--- src/rtl/core/restart_backoff_supervisor_macros.svh ---
// Assertion macros for the restart backoff supervisor.
`ifndef RESTART_BACKOFF_SUPERVISOR_MACROS_SVH
`define RESTART_BACKOFF_SUPERVISOR_MACROS_SVH

// Same-cycle implication, reset-qualified.
`define RBS_ASSERT_NOW(label, clk, rst_n, ante, cons) \
  label: assert property (@(posedge clk) disable iff (!rst_n) (ante) |-> (cons)) \
    else $error("rbs assertion failed");

// Next-cycle implication, reset-qualified.
`define RBS_ASSERT_NEXT(label, clk, rst_n, ante, cons) \
  label: assert property (@(posedge clk) disable iff (!rst_n) (ante) |=> (cons)) \
    else $error("rbs assertion failed");

`endif

--- src/rtl/core/rbs_pkg.sv ---
// Package: types, constants and codes for the restart backoff supervisor.
`timescale 1ns / 1ps
package rbs_pkg;

  localparam int unsigned MAX_FAILURES = 16;
  localparam int unsigned IDX_W        = $clog2(MAX_FAILURES);
  localparam int unsigned CNT_W        = $clog2(MAX_FAILURES + 1);

  localparam logic [15:0] BACKOFF_CAP_MS  = 16'd30000;
  localparam logic [31:0] UPTIME_RESET_MS = 32'd60000;

  // configuration register indexes
  localparam logic [1:0] CFG_POLICY  = 2'd0;
  localparam logic [1:0] CFG_BACKOFF = 2'd1;
  localparam logic [1:0] CFG_CAP     = 2'd2;
  localparam logic [1:0] CFG_WINDOW  = 2'd3;

  // restart policies
  localparam logic [1:0] POL_NEVER      = 2'd0;
  localparam logic [1:0] POL_ON_FAILURE = 2'd1;

  localparam logic [1:0] RST_POLICY  = 2'd2;
  localparam logic [15:0] RST_BACKOFF = 16'd500;
  localparam logic [4:0] RST_CAP     = 5'd5;
  localparam logic [31:0] RST_WINDOW  = 32'd60000;

  typedef enum logic [1:0] {
    ACT_RESTART = 2'd0,
    ACT_EXITED  = 2'd1,
    ACT_FAILED  = 2'd2,
    ACT_IGNORED = 2'd3
  } act_e;

  typedef enum logic [2:0] {
    S_IDLE,
    S_PUSH,
    S_TRIM,
    S_DECIDE,
    S_EMIT
  } state_e;

  typedef struct packed {
    logic        launch_failed;
    logic        has_exit_code;
    logic [7:0]  exit_code;
    logic [31:0] exit_time_ms;
    logic [31:0] uptime_ms;
  } in_word_t;

  typedef struct packed {
    logic [1:0]  action;
    logic [15:0] backoff_ms;
    logic [31:0] restart_count;
    logic [4:0]  failures_in_window;
  } out_word_t;

  // control of the timestamp chain
  typedef struct packed {
    logic shift;  // every cell takes its right neighbour, head drops out
    logic push;   // write the new timestamp at the selected cell
  } chain_ctrl_t;

endpackage

--- src/rtl/core/rbs_cell.sv ---
// One timestamp cell of the failure chain.
`timescale 1ns / 1ps
module rbs_cell
  import rbs_pkg::*;
(
  input  logic        clk_i,
  input  logic        shift_i,
  input  logic        load_i,
  input  logic [31:0] next_i,
  input  logic [31:0] load_data_i,
  output logic [31:0] data_o
);

  logic [31:0] data_q;
  logic [31:0] data_d;

  // load wins over shift: a push into a full chain lands in the tail cell
  always_comb begin
    data_d = data_q;
    if (load_i) begin
      data_d = load_data_i;
    end else if (shift_i) begin
      data_d = next_i;
    end
  end

  always_ff @(posedge clk_i) begin
    data_q <= data_d;
  end

  assign data_o = data_q;

endmodule

--- src/rtl/core/rbs_chain.sv ---
// Row of timestamp cells holding recent failures, oldest in cell 0.
`timescale 1ns / 1ps
module rbs_chain
  import rbs_pkg::*;
(
  input  logic             clk_i,
  input  chain_ctrl_t      ctrl_i,
  input  logic [IDX_W-1:0] wr_idx_i,
  input  logic [31:0]      wr_data_i,
  output logic [31:0]      head_o
);

  logic [31:0] data [MAX_FAILURES];

  for (genvar i = 0; i < MAX_FAILURES; i++) begin : g_cell
    logic [31:0] nbr;
    logic        load;

    if (i == MAX_FAILURES - 1) begin : g_tail
      assign nbr = wr_data_i;
    end else begin : g_body
      assign nbr = data[i+1];
    end

    assign load = ctrl_i.push && (wr_idx_i == IDX_W'(i));

    rbs_cell u_cell (
      .clk_i       (clk_i),
      .shift_i     (ctrl_i.shift),
      .load_i      (load),
      .next_i      (nbr),
      .load_data_i (wr_data_i),
      .data_o      (data[i])
    );
  end

  assign head_o = data[0];

endmodule

--- src/rtl/core/restart_backoff_supervisor.sv ---
// Top level: restart supervisor with exponential backoff and failure window.
//
// One input word per finished run of the supervised job (launch failure, exit
// code, exit timestamp, uptime); one result word back per input word (action,
// backoff, restart total, failures in window). Both channels are valid/ready.
// Configuration is a plain write port (enable, index, data), used while idle;
// writing the backoff start also reloads the running backoff.
//
// Sequence: an accepted word passes the push step and then the emit step to
// the output register when supervision stops without recording a failure; when
// a failure is recorded it passes push, trim (one shift per stale timestamp
// dropped, 0..15), decide and emit. The trimming runs one cell shift per cycle
// through the timestamp chain; a new word is accepted only back in idle.
//
// Reset: policy always, backoff 500 ms, cap 5, window 60000 ms, no failures
// held, restart total zero, not terminal. Timestamp cells are not cleared;
// only entries below the fill count are ever read.
//
// A stalled receiver holds the result in the output register; a new word is
// still accepted and worked on, and waits in its final step for the register.
`timescale 1ns / 1ps
`include "restart_backoff_supervisor_macros.svh"
module restart_backoff_supervisor
  import rbs_pkg::*;
(
  input  logic      clk_i,
  input  logic      rst_ni,
  // input words
  input  logic      in_valid_i,
  output logic      in_ready_o,
  input  in_word_t  in_word_i,
  // result words
  output logic      out_valid_o,
  input  logic      out_ready_i,
  output out_word_t out_word_o,
  // configuration writes
  input  logic        cfg_we_i,
  input  logic [1:0]  cfg_idx_i,
  input  logic [31:0] cfg_data_i
);

  // configuration registers
  logic [1:0]  policy_q;
  logic [15:0] bo_start_q;
  logic [4:0]  cap_q;
  logic [31:0] window_q;

  // supervision state
  state_e           state_q, state_d;
  logic [CNT_W-1:0] count_q;
  logic [15:0]      backoff_q;
  logic [31:0]      restarts_q;
  logic             term_q;

  // word being worked on and its outcome
  in_word_t    item_q;
  act_e        act_q;
  logic [15:0] bo_out_q;

  // output register
  out_word_t out_q;
  logic      out_valid_q;

  // control from the sequencer
  logic        in_ready;
  logic        do_push;
  logic        do_trim;
  logic        do_decide;
  logic        do_emit;
  chain_ctrl_t chain_ctrl;

  logic [IDX_W-1:0] wr_idx;
  logic [31:0]      head;
  logic [31:0]      age;
  logic             stale;
  logic             chain_full;
  logic             stops_now;
  logic [CNT_W-1:0] cap_eff;
  logic [16:0]      bo_dbl;
  logic [15:0]      bo_next;

  // ---------------------------------------------------------------------------
  // Datapath helpers
  // ---------------------------------------------------------------------------
  assign chain_full = (count_q == CNT_W'(MAX_FAILURES));
  assign wr_idx     = chain_full ? IDX_W'(MAX_FAILURES - 1) : count_q[IDX_W-1:0];

  // age of the oldest entry, modulo 2^32
  assign age   = item_q.exit_time_ms - head;
  assign stale = (count_q != '0) && (age > window_q);

  // an event that ends supervision without touching the failure record
  assign stops_now = term_q || item_q.launch_failed || (policy_q == POL_NEVER) ||
                     ((policy_q == POL_ON_FAILURE) && item_q.has_exit_code &&
                      (item_q.exit_code == 8'd0));

  always_comb begin
    if (32'(cap_q) > 32'(MAX_FAILURES)) begin
      cap_eff = CNT_W'(MAX_FAILURES);
    end else begin
      cap_eff = CNT_W'(cap_q);
    end
  end

  assign bo_dbl = {backoff_q, 1'b0};
  always_comb begin
    if (item_q.uptime_ms >= UPTIME_RESET_MS) begin
      bo_next = bo_start_q;
    end else if (bo_dbl < {1'b0, BACKOFF_CAP_MS}) begin
      bo_next = bo_dbl[15:0];
    end else begin
      bo_next = BACKOFF_CAP_MS;
    end
  end

  // ---------------------------------------------------------------------------
  // Sequencer: next state
  // ---------------------------------------------------------------------------
  always_comb begin
    state_d = state_q;
    case (state_q)
      S_IDLE: begin
        if (in_valid_i) begin
          state_d = S_PUSH;
        end
      end
      S_PUSH: begin
        state_d = stops_now ? S_EMIT : S_TRIM;
      end
      S_TRIM: begin
        if (!stale) begin
          state_d = S_DECIDE;
        end
      end
      S_DECIDE: begin
        state_d = S_EMIT;
      end
      S_EMIT: begin
        if (!out_valid_q || out_ready_i) begin
          state_d = S_IDLE;
        end
      end
      default: begin
        state_d = S_IDLE;
      end
    endcase
  end

  // Sequencer: outputs
  always_comb begin
    in_ready   = 1'b0;
    do_push    = 1'b0;
    do_trim    = 1'b0;
    do_decide  = 1'b0;
    do_emit    = 1'b0;
    chain_ctrl = '0;
    case (state_q)
      S_IDLE: begin
        in_ready = 1'b1;
      end
      S_PUSH: begin
        do_push          = 1'b1;
        chain_ctrl.push  = !stops_now;
        chain_ctrl.shift = !stops_now && chain_full;
      end
      S_TRIM: begin
        do_trim          = stale;
        chain_ctrl.shift = stale;
      end
      S_DECIDE: begin
        do_decide = 1'b1;
      end
      S_EMIT: begin
        do_emit = !out_valid_q || out_ready_i;
      end
      default: begin
        in_ready = 1'b0;
      end
    endcase
  end

  // ---------------------------------------------------------------------------
  // Timestamp chain
  // ---------------------------------------------------------------------------
  rbs_chain u_chain (
    .clk_i     (clk_i),
    .ctrl_i    (chain_ctrl),
    .wr_idx_i  (wr_idx),
    .wr_data_i (item_q.exit_time_ms),
    .head_o    (head)
  );

  // ---------------------------------------------------------------------------
  // Registers
  // ---------------------------------------------------------------------------
  always_ff @(posedge clk_i or negedge rst_ni) begin
    if (!rst_ni) begin
      state_q     <= S_IDLE;
      policy_q    <= RST_POLICY;
      bo_start_q  <= RST_BACKOFF;
      cap_q       <= RST_CAP;
      window_q    <= RST_WINDOW;
      count_q     <= '0;
      backoff_q   <= RST_BACKOFF;
      restarts_q  <= '0;
      term_q      <= 1'b0;
      out_valid_q <= 1'b0;
    end else begin
      state_q <= state_d;

      if (cfg_we_i) begin
        case (cfg_idx_i)
          CFG_POLICY:  policy_q <= cfg_data_i[1:0];
          CFG_BACKOFF: begin
            bo_start_q <= cfg_data_i[15:0];
            backoff_q  <= cfg_data_i[15:0];
          end
          CFG_CAP:     cap_q    <= cfg_data_i[4:0];
          CFG_WINDOW:  window_q <= cfg_data_i;
          default:     policy_q <= policy_q;
        endcase
      end

      if (do_push) begin
        if (stops_now) begin
          if (!term_q) begin
            term_q <= 1'b1;
          end
        end else begin
          restarts_q <= restarts_q + 32'd1;
          if (!chain_full) begin
            count_q <= count_q + CNT_W'(1);
          end
        end
      end

      if (do_trim) begin
        count_q <= count_q - CNT_W'(1);
      end

      if (do_decide) begin
        if (count_q >= cap_eff) begin
          term_q <= 1'b1;
        end else begin
          backoff_q <= bo_next;
        end
      end

      if (do_emit) begin
        out_valid_q <= 1'b1;
      end else if (out_ready_i) begin
        out_valid_q <= 1'b0;
      end
    end
  end

  // payload registers
  always_ff @(posedge clk_i) begin
    if (in_ready && in_valid_i) begin
      item_q <= in_word_i;
    end

    if (do_push && stops_now) begin
      bo_out_q <= 16'd0;
      if (term_q) begin
        act_q <= ACT_IGNORED;
      end else if (item_q.launch_failed) begin
        act_q <= ACT_FAILED;
      end else begin
        act_q <= ACT_EXITED;
      end
    end

    if (do_decide) begin
      if (count_q >= cap_eff) begin
        act_q    <= ACT_FAILED;
        bo_out_q <= 16'd0;
      end else begin
        act_q    <= ACT_RESTART;
        bo_out_q <= bo_next;
      end
    end

    if (do_emit) begin
      out_q.action             <= act_q;
      out_q.backoff_ms         <= bo_out_q;
      out_q.restart_count      <= restarts_q;
      out_q.failures_in_window <= 5'(count_q);
    end
  end

  assign in_ready_o  = in_ready;
  assign out_valid_o = out_valid_q;
  assign out_word_o  = out_q;

  // ---------------------------------------------------------------------------
  // Assertions
  // ---------------------------------------------------------------------------
  `RBS_ASSERT_NOW(a_count_bound, clk_i, rst_ni, 1'b1, count_q <= CNT_W'(MAX_FAILURES))
  `RBS_ASSERT_NEXT(a_term_sticky, clk_i, rst_ni, term_q, term_q)
  `RBS_ASSERT_NEXT(a_trim_drops_one, clk_i, rst_ni, do_trim,
                   count_q == $past(count_q) - CNT_W'(1))
  `RBS_ASSERT_NEXT(a_total_only_on_push, clk_i, rst_ni, state_q != S_PUSH,
                   $stable(restarts_q))

endmodule
--- config.mk ---
export PLATFORM = sky130hd
export DESIGN_NAME = restart_backoff_supervisor
export DESIGN_NICKNAME = d
export VERILOG_FILES = /design/src/rtl/core/rbs_pkg.sv /design/src/rtl/core/rbs_cell.sv /design/src/rtl/core/rbs_chain.sv /design/src/rtl/core/restart_backoff_supervisor.sv
export VERILOG_INCLUDE_DIRS = /design/src /design/src/rtl/core
export SDC_FILE = /design/constraint.sdc
export NUM_CORES = 1
export LEC_CHECK = 0
export ABC_AREA = 1
export BUFFER_PORTS_ARGS = -buffer_cell sky130_fd_sc_hd__buf_4
export CAP_MARGIN = 10
export CORE_ASPECT_RATIO = 0.5
export CORE_MARGIN = 2
export CORE_UTILIZATION = 32
export CTS_BUF_LIST = sky130_fd_sc_hd__clkbuf_4
export DETAILED_ROUTE_END_ITERATION = 10
export SYNTH_ARGS = -nofsm -noshare
export SYNTH_HDL_FRONTEND = slang
export SYNTH_SLANG_ARGS = --single-unit
--- constraint.sdc ---
create_clock -name clk_i -period 9.4 [get_ports clk_i]
set_input_delay 0.47 -clock clk_i [delete_from_list [all_inputs] [get_ports clk_i]]
set_output_delay 0.47 -clock clk_i [all_outputs]
set_load 0.01 [all_outputs]
==> summary.txt, run 1 <==
Run status
  • Status: finished, final reports clean

Synthesis
  • Register area share after synthesis: 0.6627
  • Distinct cell type count after synthesis: 47
  • Dominant cell type by area after synthesis: edfxtp_1
  • Avg Inst Size Synth: roughly 11 µm²
  • Most common flop cell mapped by yosys: edfxtp_1
  • Post-synth EDFFs: 654
  • Synthesized instance count: 3082
  • Mapped Nets: 3269
  • Mapped cell area: approximately 34000 µm²
  • Yosys reg bits: approximately 770
  • Top post-synthesis cells by area: edfxtp_1 (58%), nand2_1 (9.3%), o21ai_0 (6.8%), dfrtp_1 (6.7%), ha_1 (2.7%)
  • Ys Warns: 0
  • Post-synth top area share: 0.5786
  • Synth async-reset ratio: 0.1473

Timing
  • Slew Viols, Final: 0
  • Final critical-path share of the clock period: 0.6283
  • Final hold viol count: 0
  • Slew @ Worst Pin: ~1.2 ns
  • Fmax: 0.1693 GHz
  • Setup TNS: 0 ns
  • Hold_ws: between 0.1 and 0.15 ns
  • Tmin final: 5.906 ns
  • Rel. slew slack: 0.2095
  • Setup Viol. Count Final: 0
  • Clock skew: just under 0.08 ns
  • RSZ-0062 raised after global routing: no

Floorplanning
  • # rows: 84
  • Die Wd: between 400 and 500 µm
  • Io pins: between 150 and 200
  • Initial Util: 0.3229
  • Area of the core: around 110000 µm²
  • Die area: 108800 µm²
  • Die extent in y: 234.3 µm

Placement
  • HPWL Detailed: ~54000 µm
  • Port Buffer Count: about 160
  • GP Congestion: around 0.84

Critical path
  • CP Capture Type: register
  • WP data arrival: 6.46 ns
  • Crit-path cells: inv_1 > ha_1 > inv_1 > fa_1 > nand3_1 > nand2_1 > a21boi_0 > o211ai_1 > a21oi_1 > inv_1 > nand2_1 > nand2_1 > ha_1 > nand2_1 > nor2_1 > nand4_1 > o21ai_0 > nor2_4 > nand2_4 > inv_4 > nor2_8 > nand2_2
  • WP data required: just under 10 ns
  • Critical Path Most Common Cell: nand2_1
  • Crit path from: item_q[32]
  • Worst R2R Start: item_q[32]
  • Critical path class: register to register
  • Startpoint types: register
  • Slowest cell on the critical path: nand2_2
  • Max incr delay on CP: about 0.65 ns
  • Kind of cell adding the most delay to the critical path: simple AND/OR/NAND/NOR gates
  • Max FO, Critical Path: 32
  • WP buf/inv: 4

Pwr
  • P_leak: 16.50 nW
  • Peak supply drop: roughly 0.00011 V
  • PwrDens: about 200 nW/µm²

Cells and area
  • P&R area growth vs syn: 18.10%
  • Ratio of cells with drive above 1 in the final layout: 0.1643
  • Leading cell types in the layout, fill and taps excluded: nand2_1 (831), edfxtp_1 (654), o21ai_0 (462)
  • Nets: 3633
  • Most common cell after layout, fill and taps aside: nand2_1

Routing
  • Wirelength, routed: ~86000 µm
  • Via count: about 24000
  • Highest metal used: met4
  • Met2 WL post-DR: between 40000 and 50000 µm
  • Remaining antenna violation count: 0
  • WL met1: between 30000 and 40000 µm
  • Wire length per cell: around 17 µm
  • Post-DR vias/cell: 4.735
  • Starting DRT DRC Count: around 1800
  • WL met3: around 4900 µm
  • Residual DRC count: 0
  • DR pass1 iterations: 6

Job
  • MaxCap Viol Count: 0

Clock tree
  • Root buffer cell: clkbuf_4
  • Later-pin clock latency in the skew report: around 1.1 ns
  • Maximum clock insertion buffer count: 3
  • Clk sink count: 767
  • CTS resizes: 0
  • CTS Buf Count: 180
  • H-Tree Depth: 4
  • Clock transition at the registers of the reported paths: 0.07 ns
  • CTS tree: yes

Global route
  • Antenna violations before repair: 3
  • Vias in the first global route: about 24000
  • Largest net degree at the start of global routing: 67
  • First-pass GRT wire length: around 130000 µm
  • Overflow after GRT: 0
  • Total track usage: 0.1568

Min path
  • Hold Crit Start: in_word_i[59]
  • Worst Hold Class: input port to register
-- report_power, final --
| group | internal [W] | switching (W) |
|---|---|---|
| registers | 0.00394 | 0.000123 |
| logic | 0.000363 | 0.000704 |
| clock network | 0.00136 | 0.00137 |
-- per-stage QoR --
step | total power, W | instances | util | setup slack (ns) | cell area [µm²]
after global placement | 0.005133 | 4524 | 0.3438 | 3.466 | 36140
final | 0.007864 | 5004 | 0.3814 | 3.494 | 40080
after detailed placement | 0.005157 | 4524 | 0.3438 | 3.466 | 36140
after CTS | 0.007972 | 4996 | 0.3809 | 3.427 | 40030
after global routing | 0.008280 | 5003 | 0.3814 | 3.058 | 40080
after floorplan | 0.004712 | 3082 | - | 3.565 | 33940
-- what timing repair did --
action                    in CTS  in global routing
setup buffers                  0                  0
hold endpoints to repair     207                  0
hold buffers                 157                  0
-- worst register-to-register path, stage by stage (launching register included) --
cell,delay (ns)
edfxtp_1,0.39
inv_1,0.39
ha_1,0.24
inv_1,0.06
fa_1,0.40
nand3_1,0.10
nand2_1,0.10
a21boi_0,0.45
o211ai_1,0.31
a21oi_1,0.26
inv_1,0.06
nand2_1,0.05
nand2_1,0.05
ha_1,0.26
nand2_1,0.06
nor2_1,0.22
nand4_1,0.26
o21ai_0,0.54
nor2_4,0.07
nand2_4,0.13
inv_4,0.07
nor2_8,0.28
nand2_2,0.66
-- cell usage after synthesis, types with 15 or more instances --
cell type	instances
nand2_1	838
edfxtp_1	654
o21ai_0	462
inv_1	220
nor2_1	134
dfrtp_1	91
a21oi_1	86
clkbuf_1	75
ha_1	72
o21ai_1	70
nand3_1	49
o21ai_2	41
xor2_1	41
buf_6	40
buf_2	32
nand4_1	27
dfstp_2	22
nor3_1	22
buf_4	15
-- state kept, by name, summed over array words and instances (netlist names) --
name,count
state_q,3
bo_start_q,16
u_chain.g_cell.u_cell.data_o,512
restarts_q,32
term_q,1
out_word_o,55
window_q,32
policy_q,2
backoff_q,16
count_q,5
out_valid_o,1
act_q,2
bo_out_q,16
cap_q,5
item_q,69
-- final cells by class --
cell class	instances	area, µm²
Tap cell	1419	1775
Inverter	225	847.1
Clock buffer	274	2057
Sequential cell	767	22490
Fill cell	10280	65020
Multi-Input combinational cell	1927	9625
Antenna cell	6	15.01
Clock inverter	41	244.0
Timing Repair Buffer	345	3025
-- logic make-up (layout without fill, tap and decap cells) --
kind of cell             after synthesis  after routing  share of synthesized area
AND/OR/NAND/NOR                     1107           1107                     0.1316
flip-flops                           767            767                     0.6627
AO/OA/AOI/OAI                        694            694                     0.1094
buffers and inverters                388            885                    0.05515
adder cells (fa/ha/maj)               74             74                    0.02772
XOR/XNOR                              52             52                    0.01342
other                                  0              6                          0
-- worst paths after layout --
kind / slack, ns / depth (start not counted) / to
hold reg to reg: 0.39 / 0 / out_word_o[41]
max in group asynchronous: 8.40 / 3 / restarts_q[31]
hold / removal: 0.14 / 2 / item_q[59]
setup / recovery: 3.49 / 22 / u_chain.g_cell[11].u_cell.data_o[6]
setup reg to reg: 3.49 / 22 / u_chain.g_cell[11].u_cell.data_o[6]
min in group asynchronous: 0.17 / 2 / window_q[14]
-- layer usage --
layer,vias up,GRT usage
met1,11500,0.2047
li1,11460,-
met3,125,0.03119
met4,0,0.06037
met5,-,0
met2,609,0.2584
Note: power is estimated with default switching activity, not from simulation.
==> run 2, diff against run 1 <==
==> constraint.sdc (replaced) <==
create_clock -name clk_i -period 6 [get_ports clk_i]
set_input_delay 0.3 -clock clk_i [delete_from_list [all_inputs] [get_ports clk_i]]
set_output_delay 0.3 -clock clk_i [all_outputs]
set_load 0.01 [all_outputs]
==> summary.txt, run 2 (synthesized netlist as in run 1, its figures left out) <==
Floorplanning
  • Die Wd: approximately 460 µm
  • Die area: 108800 µm²
  • Die extent in y: between 200 and 250 µm
  • Io pins: between 150 and 200
  • Area of the core: approximately 110000 µm²
  • Initial Util: 0.3229
  • # rows: 84

Global route
  • Total track usage: 0.1588
  • Most used routing layer: met2
  • Overflow after GRT: 0
  • Grt met1 use: 0.2066
  • Largest net degree at the start of global routing: 70
  • First-pass GRT wire length: roughly 140000 µm
  • Met3 global-route usage: 0.03119
  • Antenna violations before repair: 5
  • Vias in the first global route: around 24000
  • GR Layer Usage met2: 0.2657

Routing
  • DR pass1 iterations: 5
  • Post-DR vias/cell: about 4.7
  • Wire length per cell: approximately 17 µm
  • Remaining antenna violation count: 0
  • Starting DRT DRC Count: 1751
  • Via count: 24050
  • Residual DRC count: 0
  • Wirelength, routed: 86400 µm

Placement
  • Setup Slack @ Placement: 0.5316 ns
  • Port Buffer Count: about 160
  • GP Congestion: ~0.87
  • HPWL Detailed: 54660 µm
  • Placed cell areas: about 36000 µm²

Clock tree
  • Clock transition at the registers of the reported paths: about 0.07 ns
  • Root buffer cell: clkbuf_4
  • H-Tree Depth: 4
  • Maximum clock insertion buffer count: 3
  • Clk sink count: about 770
  • Later-pin clock latency in the skew report: between 1 and 1.5 ns
  • # Post-CTS Setup Buffers: 0
  • CTS resizes: 0
  • CTS tree: yes
  • CTS Buf Count: 184
  • # hold bufs at CTS: between 200 and 250

Job
  • MaxCap Viol Count: 0

Timing
  • Setup TNS: 0 ns
  • Setup Viol. Count Final: 0
  • RSZ-0062 raised after global routing: no
  • Tmin final: between 5 and 6 ns
  • Setup ws final: between 0.6 and 0.7 ns
  • Slew Viols, Final: 0
  • Clock skew: roughly 0.12 ns
  • Fmax: 0.1854 GHz
  • Final critical-path share of the clock period: 0.8988
  • Slew @ Worst Pin: approximately 1.1 ns
  • Rel. slew slack: 0.2359
  • Final hold viol count: 0

Critical path
  • Max incr delay on CP: a little over 0.6 ns
  • WP buf/inv: 4
  • CP Capture Type: register
  • Max FO, Critical Path: 32
  • Slowest cell on the critical path: nand2_2
  • Startpoint types: register
  • WP data arrival: just under 6 ns
  • Crit-path cells: inv_1 > ha_1 > inv_1 > fa_1 > nand3_1 > nand2_1 > a21boi_0 > o211ai_1 > a21oi_1 > inv_1 > nand2_1 > nand2_1 > ha_1 > nand2_1 > nor2_1 > nand4_1 > o21ai_0 > nor2_4 > nand2_4 > inv_4 > nor2_8 > nand2_2
  • Critical Path Most Common Cell: nand2_1
  • WP data required: approximately 6.6 ns
  • Kind of cell adding the most delay to the critical path: simple AND/OR/NAND/NOR gates
  • Critical path class: register to register

Cells and area
  • Leading cell types in the layout, fill and taps excluded: nand2_1 (831), edfxtp_1 (654), o21ai_0 (462)
  • P&R area growth vs syn: 19.97%
  • Filler cell count: 10210
  • Post-route cell area: approximately 40000 µm²
  • Most common cell after layout, fill and taps aside: nand2_1
  • Ratio of cells with drive above 1 in the final layout: 0.1585
  • Final core utilization: 0.3874
  • Max reg flops: between 500 and 600
  • Nets: 3701

Pwr
  • Peak supply drop: ~0.00018 V
  • P_leak: between 15 and 20 nW
  • PwrDens: 304.0 nW/µm²

Run status
  • Status: finished, final reports clean

Min path
  • Worst Hold Class: input port to register
run 2: final cells by class:
type | instances | area, µm² | share of cell area
Antenna cell | 10 | 25.02 | 0.0006146
Clock buffer | 265 | 1989 | 0.04886
Clock inverter | 53 | 319.1 | 0.007836
Inverter | 225 | 847.1 | 0.02080
Multi-Input combinational cell | 1927 | 9625 | 0.2364
Sequential cell | 767 | 22490 | 0.5524
Tap cell | 1419 | 1775 | 0.04360
Timing Repair Buffer | 409 | 3643 | 0.08948
run 2: worst paths after layout:
check | slack, ns | from | cells past startpoint | to
setup / recovery | 0.61 | item_q[32] | 22 | u_chain.g_cell[4].u_cell.data_o[0]
hold / removal | 0.12 | cfg_data_i[5] | 4 | window_q[5]
setup reg to reg | 0.61 | item_q[32] | 22 | u_chain.g_cell[4].u_cell.data_o[0]
hold reg to reg | 0.40 | bo_out_q[4] | 0 | out_word_o[41]
max in group asynchronous | 4.72 | rst_ni | 4 | restarts_q[8]
min in group asynchronous | 0.52 | rst_ni | 3 | backoff_q[4]
run 2: power breakdown:
group | total, W | switching [W] | internal (W)
registers | 0.00635 | 0.000184 | 0.00617
logic | 0.00172 | 0.00113 | 0.000592
clock network | 0.00430 | 0.00217 | 0.00213
run 2: per-layer routing:
metal / up-vias / part of all wire
li1: 11590 / -
met1: 11750 / 0.45
met2: 566 / 0.48
met3: 139 / 0.047
met4: 0 / 0.019
met5: - / 0
run 2: tightest hold or removal path, cell delays in order:
cell	delay [ns]
dlygate4sd3_1	0.52
buf_4	0.11
nor2_1	0.04
a21oi_1	0.11
run 2: stage by stage:
stage | total power (W) | std cells | hold slack, ns
global placement | 0.008046 | 4529 | 0.4049
global route | 0.01304 | 5071 | 0.09270
detailed placement | 0.008082 | 4529 | 0.4045
CTS | 0.01253 | 5064 | 0.002366
floorplan | 0.007382 | 3082 | 0.004409
finish | 0.01238 | 5075 | 0.1232
